[src/sv/dhp_pkg.sv]
// ----------------------------------------------------------------------------
// dhp_pkg: shared types and constants of the go-to-goal PID block
// Holds register indexes, command/status structs and widths.
// ----------------------------------------------------------------------------
package dhp_pkg;

    localparam int unsigned CFG_IDX_W = 3;
    localparam logic [CFG_IDX_W-1:0] REG_GAIN_P   = 3'd0;
    localparam logic [CFG_IDX_W-1:0] REG_GAIN_I   = 3'd1;
    localparam logic [CFG_IDX_W-1:0] REG_GAIN_D   = 3'd2;
    localparam logic [CFG_IDX_W-1:0] REG_TARGET_X = 3'd3;
    localparam logic [CFG_IDX_W-1:0] REG_TARGET_Y = 3'd4;
    localparam logic [CFG_IDX_W-1:0] REG_TARGET_H = 3'd5;

    localparam int unsigned CFG_DATA_W = 32;
    localparam int unsigned SQRT_STEPS = 26;

    // Datapath operations, one per controller step
    localparam logic [2:0] OP_NONE  = 3'd0;
    localparam logic [2:0] OP_LOAD  = 3'd1;
    localparam logic [2:0] OP_SQRT  = 3'd2;
    localparam logic [2:0] OP_ERR   = 3'd3;
    localparam logic [2:0] OP_MUL_P = 3'd4;
    localparam logic [2:0] OP_MUL_I = 3'd5;
    localparam logic [2:0] OP_MUL_D = 3'd6;
    localparam logic [2:0] OP_FIN   = 3'd7;

    typedef struct packed {
        logic [2:0] op;
        logic       sel_head;
    } t_cmd;

    typedef struct packed {
        logic sqrt_done;
    } t_status;

endpackage

[src/sv/dhp_ctrl.sv]
// ----------------------------------------------------------------------------
// dhp_ctrl: sequencer of the go-to-goal PID block
// Steps load, root iterations, then the two loops, then presents the item.
// ----------------------------------------------------------------------------
module dhp_ctrl
    import dhp_pkg::*;
(
    input  logic    i_clk,
    input  logic    i_rst_n,
    input  logic    i_in_valid,
    output logic    o_in_ready,
    output logic    o_out_valid,
    input  logic    i_out_ready,
    output t_cmd    o_cmd,
    input  t_status i_status
);

    localparam logic [3:0] S_IDLE = 4'd0;
    localparam logic [3:0] S_SQRT = 4'd1;
    localparam logic [3:0] S_ERR  = 4'd2;
    localparam logic [3:0] S_MP   = 4'd3;
    localparam logic [3:0] S_MI   = 4'd4;
    localparam logic [3:0] S_MD   = 4'd5;
    localparam logic [3:0] S_FIN  = 4'd6;
    localparam logic [3:0] S_OUT  = 4'd7;

    logic [3:0] r_state, n_state;
    logic       r_head, n_head;

    assign o_in_ready  = (r_state == S_IDLE);
    assign o_out_valid = (r_state == S_OUT);

    // sequence the steps
    always_comb begin
        n_state = r_state;
        n_head  = r_head;
        o_cmd.op = OP_NONE;
        o_cmd.sel_head = r_head;
        case (r_state)
            S_IDLE: if (i_in_valid) begin
                o_cmd.op = OP_LOAD;
                n_state = S_SQRT;
                n_head = 1'b0;
            end
            S_SQRT: begin
                o_cmd.op = OP_SQRT;
                if (i_status.sqrt_done) n_state = S_ERR;
            end
            S_ERR: begin o_cmd.op = OP_ERR;   n_state = S_MP; end
            S_MP:  begin o_cmd.op = OP_MUL_P; n_state = S_MI; end
            S_MI:  begin o_cmd.op = OP_MUL_I; n_state = S_MD; end
            S_MD:  begin o_cmd.op = OP_MUL_D; n_state = S_FIN; end
            S_FIN: begin
                o_cmd.op = OP_FIN;
                if (r_head) n_state = S_OUT;
                else begin n_head = 1'b1; n_state = S_ERR; end
            end
            S_OUT: if (i_out_ready) n_state = S_IDLE;
            default: n_state = S_IDLE;
        endcase
    end

    always_ff @(posedge i_clk) begin
        if (!i_rst_n) begin
            r_state <= S_IDLE;
            r_head  <= 1'b0;
        end else begin
            r_state <= n_state;
            r_head  <= n_head;
        end
    end

endmodule

[config.mk]
export PLATFORM = sky130hd
export DESIGN_NAME = dhp_ctrl
export DESIGN_NICKNAME = d
export VERILOG_FILES = /design/src/sv/dhp_pkg.sv /design/src/sv/dhp_ctrl.sv
export SDC_FILE = /design/constraint.sdc
export NUM_CORES = 1
export LEC_CHECK = 0
export BUFFER_PORTS_ARGS = -buffer_cell sky130_fd_sc_hd__buf_2
export CAP_MARGIN = 10
export CORE_AREA = 8 8 45 47
export DETAILED_ROUTE_END_ITERATION = 7
export DIE_AREA = 0 0 53 55
export GPL_TIMING_DRIVEN = 0
export HOLD_SLACK_MARGIN = 0.1
export PLACE_DENSITY = 0.54
export REMOVE_ABC_BUFFERS = 1
export SLEW_MARGIN = 20
export SYNTH_ARGS = -nofsm -noshare
export SYNTH_HDL_FRONTEND = slang
export SYNTH_SLANG_ARGS = --single-unit
[constraint.sdc]
create_clock -name i_clk -period 1.5 [get_ports i_clk]
set_input_delay 0.15 -clock i_clk [delete_from_list [all_inputs] [get_ports i_clk]]
set_output_delay 0.15 -clock i_clk [all_outputs]
set_load 0.005 [all_outputs]
; Word-level counts from Yosys, hierarchy flattened
; Cells that the tools add are included.
[word_totals]
reg_bits = 5
in_bits = 5
out_inout_bits = 6
word_cells = 25
[classes]
n_eq_ne = 10
mux = 9
reduce_logical = 4
[op_table]
columns = op, count
row1 = 4-bit one-hot mux with 8 select lines, 1
row2 = 3-bit one-hot mux with 7 select lines, 1
row3 = 4-bit by 3-bit == test with 1-bit output (second input constant), 4
row4 = 4-bit 2-to-1 mux, 3
row5 = 4-bit by 2-bit == test with 1-bit output (second input constant), 2
row6 = 4-bit by 1-bit == test with 1-bit output (second input constant), 1
row7 = 4-bit logical NOT, 1
row8 = 2-bit inequality test (second input constant), 2
row9 = 3-bit 2-to-1 mux, 1
row10 = 3-bit AND reduction, 1
row11 = 1-bit 2-to-1 mux, 2
row12 = 2-bit by 1-bit inequality test with 1-bit output (second input constant), 1
row13 = 1-bit one-hot mux with 2 select lines, 1
row14 = 2-bit AND reduction, 1
row15 = 2-bit nonzero test, 1

; Logic depth before layout (Yosys ltp)
; Gate-level depths: netlist of run 1.
[logic_depth]
ltp_word = 3
ltp_mapped = 4
ltp_nobuf = 3

; Least setup slack after synthesis of run 1
; Ideal clock, no wire load.
[synth_path]
kind = reg-to-reg
start = register r_state[0]
end = register r_head
setup_time_ps = 120
arrival_time_ps = 943
t_required_ps = 1380
setup_slack_ps = 437
path_stages_with_launch = 5
path_buffers = 1
synth_period_minus_slack_ps = 1063
path_cell_list = dfxtp_1 -> buf_6 -> or3b_1 -> a21oi_1 -> nor3_1
[synth_between]
elab_chain_len = 3
elab_cells_between_ends = 6
cone_classes = eq/ne (2) / mux (1) / reduce/logical (3)
[synth_rtl]
columns = item, line
row1 = from (decl), dhp_ctrl.sv:27  ; logic [3:0] r_state, n_state;
row2 = from (signal assigned), dhp_ctrl.sv:68  ; r_state <= n_state;
row3 = 4-bit by 3-bit == test with 1-bit output / 4-bit logical NOT (equally long branches), dhp_ctrl.sv:39  ; case (r_state)
row4 = 2-bit nonzero test (no line) / 2-bit inequality test (equally long branches), -
row5 = 2-bit AND reduction (no line), -
row6 = to (signal assigned), dhp_ctrl.sv:69  ; r_head <= n_head;
row7 = to (decl), dhp_ctrl.sv:28  ; logic r_head, n_head;
; Parallel ways exist; a longest one is shown, timed or not.
; A chain may end at the register's enable or synchronous reset.

==> results of run 1 <==
-- where the power goes --
group	leakage [nW]	internal (mW)	total, mW	switching, mW
Sequential	0.0331	0.123	0.170	0.0472
Combinational	0.112	0.0841	0.151	0.0671
Clock	0.0138	0.0890	0.126	0.0372
Total	0.159	0.296	0.448	0.151
-- metal layers --
layer | vias up | track usage | wire (um)
met2 | 7 | 0.07227 | 283
met5 | - | 0 | 0
met1 | 120 | 0.05175 | 241
met3 | 0 | 0.02139 | 83
met4 | 0 | 0.03879 | 0
li1 | 142 | - | -
-- cells in the mapped netlist --
cell type	number
o21ai_0	1
xnor2_1	1
a221oi_2	2
o21a_1	1
a22oi_2	1
nand2b_1	1
nor2_1	3
inv_1	3
buf_6	1
mux2i_4	1
and3_4	1
buf_2	1
a21oi_1	3
xor2_1	1
nand2_1	2
dfxtp_1	4
a31o_1	1
a21oi_2	1
or3b_1	1
clkbuf_4	1
buf_4	2
nor3_1	4
-- through the flow --
stage               std cells  cell area, um^2
floorplan                  32            284.0
finish                     61            377.9
detailed placement         58            354.1
global placement           58            354.1
global route               61            377.9
CTS                        61            376.6
-- how the worst max path moves through the flow --
stage                     slack (ns)                      end  cells past startpoint                     from
after floorplan                 0.30  r_state[0]$_SDFFE_PN0P_                      3  r_state[0]$_SDFFE_PN0P_
after global placement          0.17  r_state[0]$_SDFFE_PN0P_                      3  r_state[0]$_SDFFE_PN0P_
after detailed placement        0.17  r_state[0]$_SDFFE_PN0P_                      3  r_state[0]$_SDFFE_PN0P_
after CTS                       0.06                 o_cmd[3]                      3  r_state[0]$_SDFFE_PN0P_
after global routing            0.06                 o_cmd[3]                      3  r_state[1]$_SDFFE_PN0P_
final                           0.17                 o_cmd[3]                      3  r_state[1]$_SDFFE_PN0P_
-- cell usage in the layout, fill, tap and decap left out --
cell and count:
o21ai_0 1, and3_4 1, a31o_1 1, mux2i_4 1, a21oi_2 1, xor2_1 1
buf_2 10, a221oi_2 2, nor2_1 3, o21a_1 1, clkbuf_4 3, a21oi_1 3
nor3_1 4, inv_1 3, a22oi_2 1, xnor2_1 1, or3b_1 1, nand2_1 2
dfxtp_2 1, dfxtp_1 3, nand2b_1 1
-- cells by family after synthesis --
family | count (synthesis) | share of synthesized area
xor+xnor | 2 | 0.05427
mux | 1 | 0.06976
buf+inv | 8 | 0.1550
compound gates | 10 | 0.2713
simple gates | 12 | 0.2016
flops | 4 | 0.2481
-- sequential cells by signal (all words and copies together) (netlist names) --
register / flops
r_state: 3
r_head: 1
-- worst max-delay path: stages (launching register included) --
cell and delay [ns]:
dfxtp_1 0.53, nand2_1 0.14, xnor2_1 0.14, buf_2 0.14
-- repair_timing --
action | in CTS | in global routing
endpoints found under the setup margin | 0 | 1
endpoints found under the hold margin | 0 | 0
gates resized for setup | 0 | 1
-- area by class of cell --
type | instances | share of cell area
clock buffer | 3 | 0.05960
inverter | 3 | 0.02980
multi-input combinational | 25 | 0.5099
sequential | 4 | 0.2152
tap | 16 | 0.05298
timing repair buffer | 10 | 0.1325
==> summary.txt, run 1 <==
Clock network
  • H-tree Lvls: 1
  • Clock net sink count: 4
  • Clk root buf: clkbuf_4
  • CTS Buffer Depth: 2
  • Skew-Pair Late Insertion Delay: 0.23 ns
  • Post-CTS setup buffer count: 0
  • CTS Hold Bufs: 0
  • Clock-pin slew on the worst setup and hold paths: 0.03 ns
  • CTS tree: yes
  • Cts bufs inserted: 3

Route
  • Vias per cell: between 4 and 5
  • DRT Wirelength: approximately 610 um
  • Remaining antenna violation count: 0
  • DR iter-0 viols: 0
  • Initial DRT Pass Iterations: 1
  • Drc violations: 0
  • Total number of vias: 269
  • Drt wl/cell: 9.967 um

Layout
  • Inserted Diodes: 0
  • Share of cells above drive strength 1: 0.4444
  • Fin nets: 52
  • Fin util: 0.2731
  • # fillers: 160
  • Area of the multi-input gates: 192.7 um^2
  • Area grow syn2layout: 17.05%
  • FF+latch area: 81.33 um^2

Power and ir drop
  • P_leak: 0.1589 nW
  • Pwr/cell area: about 1200 nW/um^2
  • Tot Pwr: 0.4477 mW
  • VDD IR-drop max: roughly 340 uV

GRT
  • First-pass GRT wire length: between 1000 and 1500 um
  • Initial antenna violation count: 0
  • Grt ovf: 0
  • Total GRT Usage: 0.04811
  • Largest net degree at the start of global routing: 13
  • Vias in the first global route: 252

Die
  • Initial Util: 0.2333
  • I/O pins: 11
  • Core area: 1384 um^2
  • Rows: 14
  • Die width: 53 um
  • Die Y-Extent: 55 um
  • Die Area: 2915 um^2

Critical path
  • R2R Path End: r_state[0]$_SDFFE_PN0P_
  • Flop2flop setup slack: 0.29 ns
  • Worst endpoint required time: 1.35 ns
  • Reg2Reg Depth: 3
  • Startpoint class of the critical path: flip-flop
  • Max FO, Critical Path: 11
  • Critical path arrival: 1.18 ns
  • Setup crit end kind: primary output
  • Setup Crit Path Kind: flip-flop to primary output
  • Worst reg2reg path startpoint: r_state[2]$_SDFFE_PN0P_

Placed design
  • I/O Buffers: 10
  • Hpwl dp: 489.7 um
  • Global placer's final weighted congestion: 0.6491
  • Post-Place Worst Slack: about 0.17 ns

Hold path
  • Worst hold start: i_rst_n
  • Hold endpoint: r_state[0]$_SDFFE_PN0P_
  • Hold/Removal Path Class: input pin to flip-flop
  • Hold Path Depth: 3

Synthesis
  • Syn Inst Count: 37
  • FF+latch count, synth: 4
  • Sequential element share of the synthesized area: 0.2481
  • Yosys top cell area share: 0.2481
  • Largest cells by area after synthesis: dfxtp_1 25%, a221oi_2 9.3%, mux2i_4 7.0%
  • Unique masters post-synth: 22
  • Synth Cell Area: 322.8 um^2
  • Top cell type by total area after synthesis: dfxtp_1
  • Yosys Warn Count: 0
  • Avg Inst Size Synth: around 8.7 um^2

STA
  • Final worst-path cycle share: 0.8840
  • Period minus WS final: roughly 1.3 ns
  • Max-slew violation count: 0
  • F_max: 754.1 MHz
  • Final Hold Fails: 0
  • Setup TNS: 0 ns
  • Relative slew slack: 0.7296
  • Fin worst setup slack: 0.1740 ns
  • RSZ-0062 raised after global routing: no
  • Final Hold Slack: 0.2404 ns
  • Final setup vio count: 0
  • Worst Max-Slew Pin Slew: 0.4050 ns
  • Worst Clk Skew: 0.0008654 ns

Run
  • Max-Cap Viols: 0

Run status
  • Status: completed
No activity file was read; power rests on OpenSTA's default activity.
==> run 2: changes to the inputs <==
- ABC_AREA: not set -> 1
- PLACE_DENSITY: 0.54 -> 0.49
==> run 2 against run 1 <==
  * Area after synthesis fell by 16%
  * Worst setup slack improved by 0.078 ns
  * Combinational power rose by 34%
  * Flip-flop and latch count did not move
  * Critical path depth rose by 1
  * Critical endpoint unchanged
  * Largest power group is now combinational cells
  * Via count rose by 3.0%
  * Final area fell by 13%
  * Register-to-register slack improved by 0.13 ns
  * Die area did not move
  * Highest routed layer unchanged
==> summary.txt, run 2 <==
Run status
  • Status: completed

STA
  • Relative slew slack: 0.8146 (+0.08496)
  • Final setup vio count: 0 (unchanged)
  • RSZ-0062 raised after global routing: no
  • Period minus WS final: 1.248 ns (-0.07790 ns)
  • Max-slew violation count: 0 (unchanged)
  • Final Hold Fails: 0 (unchanged)
  • Final worst-path cycle share: 0.8321 (-0.05193)
  • Final Hold Slack: 0.1750 ns (-0.06544 ns)
  • F_max: 801.2 MHz (+6.2%)
  • Worst Clk Skew: 0.0006980 ns (-0.0001674 ns)
  • Setup TNS: 0 ns (unchanged)
  • Worst Max-Slew Pin Slew: 0.2778 ns (-0.1273 ns)
  • Fin worst setup slack: 0.2519 ns (+0.07790 ns)

Layout
  • Highest-count cells in the layout ignoring fill and taps: 10 x nand2_1, 10 x buf_2, 9 x nor2_1
  • Biggest register: r_state
  • Area of the multi-input gates: 137.6 um^2 (-29%)
  • Post-route cell area: 329.1 um^2 (-13%)
  • FF+latch area: 80.08 um^2 (-1.5%)
  • Fin nets: 59 (+13%)
  • Non-Filler Instances: 68 (+11%)
  • Area grow syn2layout: 21.76%
  • Max FFs per register: 3 (unchanged)
  • Inserted Diodes: 0 (unchanged)
  • Fin util: 0.2378 (-0.03526)
  • Biggest regs: r_state: 3 flops, r_head: 1 flops
  • # fillers: 170 (+6.3%)
  • Share of cells above drive strength 1: 0.3077 (-0.1368)

Placed design
  • Placed Cells: 65 (+12%)
  • I/O Buffers: 10 (unchanged)
  • Global placer's final weighted congestion: 0.7018 (+8.1%)
  • Post-Place Worst Slack: 0.4229 ns (+0.2557 ns)
  • Placed instance area: 306.5 um^2 (-13%)
  • Hpwl dp: 536.6 um (+9.6%)

Synthesis
  • Largest cells by area after synthesis: dfxtp_1 30%, nand2_1 14%, nor2_1 13%
  • FFs w/ async S/R, synth: 0 (unchanged)
  • Yosys top cell area share: 0.2963 (+0.04823)
  • Sequential element share of the synthesized area: 0.2963 (+0.04823)
  • Post-synth EDFFs: 0 (unchanged)
  • Syn Inst Count: 43 (+16%)
  • FF+latch count, synth: 4 (unchanged)
  • Unique masters post-synth: 13 (-41%)
  • Most numerous cell in the Yosys netlist: nand2_1
  • Main flop type after synthesis: dfxtp_1
  • Synth cell count leaders: 10 x nand2_1, 9 x nor2_1, 4 x dfxtp_1, 4 x inv_1, 4 x nand3_1
  • Yosys Warn Count: 0 (unchanged)
  • Synth Cell Area: 270.3 um^2 (-16%)
  • Avg Inst Size Synth: 6.285 um^2 (-28%)
  • Top cell type by total area after synthesis: dfxtp_1

GRT
  • Largest net degree at the start of global routing: 8 (-5)
  • Grt ovf: 0 (unchanged)
  • Total GRT Usage: 0.05404 (+0.005926)
  • Vias in the first global route: 277 (+9.9%)
  • Initial antenna violation count: 0 (unchanged)
  • First-pass GRT wire length: 1097 um (+7.4%)

Die
  • Core area: 1384 um^2 (unchanged)
  • Rows: 14 (unchanged)
  • Initial Util: 0.1953 (-0.03798)
  • Die width: 53 um (unchanged)
  • Die Y-Extent: 55 um (unchanged)
  • I/O pins: 11 (unchanged)
  • Die Area: 2915 um^2 (unchanged)

Power and ir drop
  • Tot Pwr: 0.5063 mW (+13%)
  • Pwr/cell area: 1539 nW/um^2 (+30%)
  • P_leak: 0.1771 nW (+11%)
  • VDD IR-drop max: 467.2 uV (+38%)

Clock network
  • CTS Buffer Depth: 2 (unchanged)
  • Clk root buf: clkbuf_4
  • Resized cells post-CTS: 0 (unchanged)
  • Cts bufs inserted: 3 (unchanged)
  • CTS Hold Bufs: 0 (unchanged)
  • CTS tree: yes
  • Clock net sink count: 4 (unchanged)
  • Skew-Pair Late Insertion Delay: 0.23 ns (about the same)
  • Post-CTS setup buffer count: 0 (unchanged)
  • H-tree Lvls: 1 (unchanged)
  • Clock-pin slew on the worst setup and hold paths: 0.03 ns (about the same)

Critical path
  • Setup crit end kind: primary output
  • Worst reg2reg path startpoint: r_state[1]$_SDFFE_PN0P_
  • Startpoint class of the critical path: flip-flop
  • Max FO, Critical Path: 7 (-4)
  • Worst endpoint required time: 1.35 ns (about the same)
  • Critical Path Start: r_state[1]$_SDFFE_PN0P_
  • Critical path arrival: 1.10 ns (-0.08 ns)
  • Reg2Reg Depth: 5 (+2)
  • Setup Crit Path Kind: flip-flop to primary output

Route
  • Remaining antenna violation count: 0 (unchanged)
  • Drc violations: 0 (unchanged)
  • DR iter-0 viols: 2 (+2)
  • Initial DRT Pass Iterations: 4 (+3)
  • Drt wl/cell: 9.044 um (-9.3%)
  • Total number of vias: 277 (+3.0%)
  • Vias per cell: 4.074 (-7.6%)
  • DRT Wirelength: 615 um (+1.2%)

Hold path
  • Hold/Removal Path Class: input pin to flip-flop
  • Hold Path Depth: 3 (unchanged)
  • Worst hold start: i_rst_n

Run
  • Max-Cap Viols: 0 (unchanged)
[run 2: changes by cell type in the layout (fill, tap and decap cells not counted), moves of 2 or more]
| cell | previous run | this run |
|---|---|---|
| nand2_1 | 2 | 10 |
| nor2_1 | 3 | 9 |
| nand3_1 | 0 | 4 |
| nor3_1 | 4 | 0 |
| a221oi_2 | 2 | 0 |
[run 2: cell families (layout without fill, tap and decap cells)]
group / count (synthesis) / after routing / synth area share
xor gates and xnor gates: 1 / 1 / 0.03241
AOI/OAI and AO/OA: 3 / 3 / 0.05554
buffers and inverters: 9 / 18 / 0.1944
DFF: 4 / 4 / 0.2963
and+or+nand+nor: 26 / 26 / 0.4213
[run 2: worst paths after layout]
kind / end / slack, ns
max reg2reg: r_state[0]$_SDFFE_PN0P_ / 0.42
max: o_cmd[3] / 0.25
min: r_state[0]$_SDFFE_PN0P_ / 0.17
min reg2reg: r_head$_SDFFE_PN0P_ / 0.47
[run 2: final cells by class]
type | count | area share
multi-input combinational | 30 | 0.4183
tap | 16 | 0.06084
timing repair buffer | 10 | 0.1521
inverter | 5 | 0.05703
sequential | 4 | 0.2433
clock buffer | 3 | 0.06844
[run 2: power by group]
part	total (mW)	switching [mW]	internal, mW
clock network	0.127	0.0380	0.0891
registers	0.177	0.0464	0.131
logic	0.202	0.108	0.0938
total	0.506	0.193	0.313
[run 2: per-layer routing]
metal | wire length [um] | global-route usage
met5 | 0 | 0
met4 | 0 | 0.06466
met1 | 251 | 0.04545
met3 | 42 | 0.02941
met2 | 321 | 0.08398
[run 2: worst max-delay path, cell delays in order (launching register included)]
cell     delay (ns)
dfxtp_1        0.47
nand2_1        0.13
nand2_1        0.09
nand2_1        0.06
buf_2          0.12
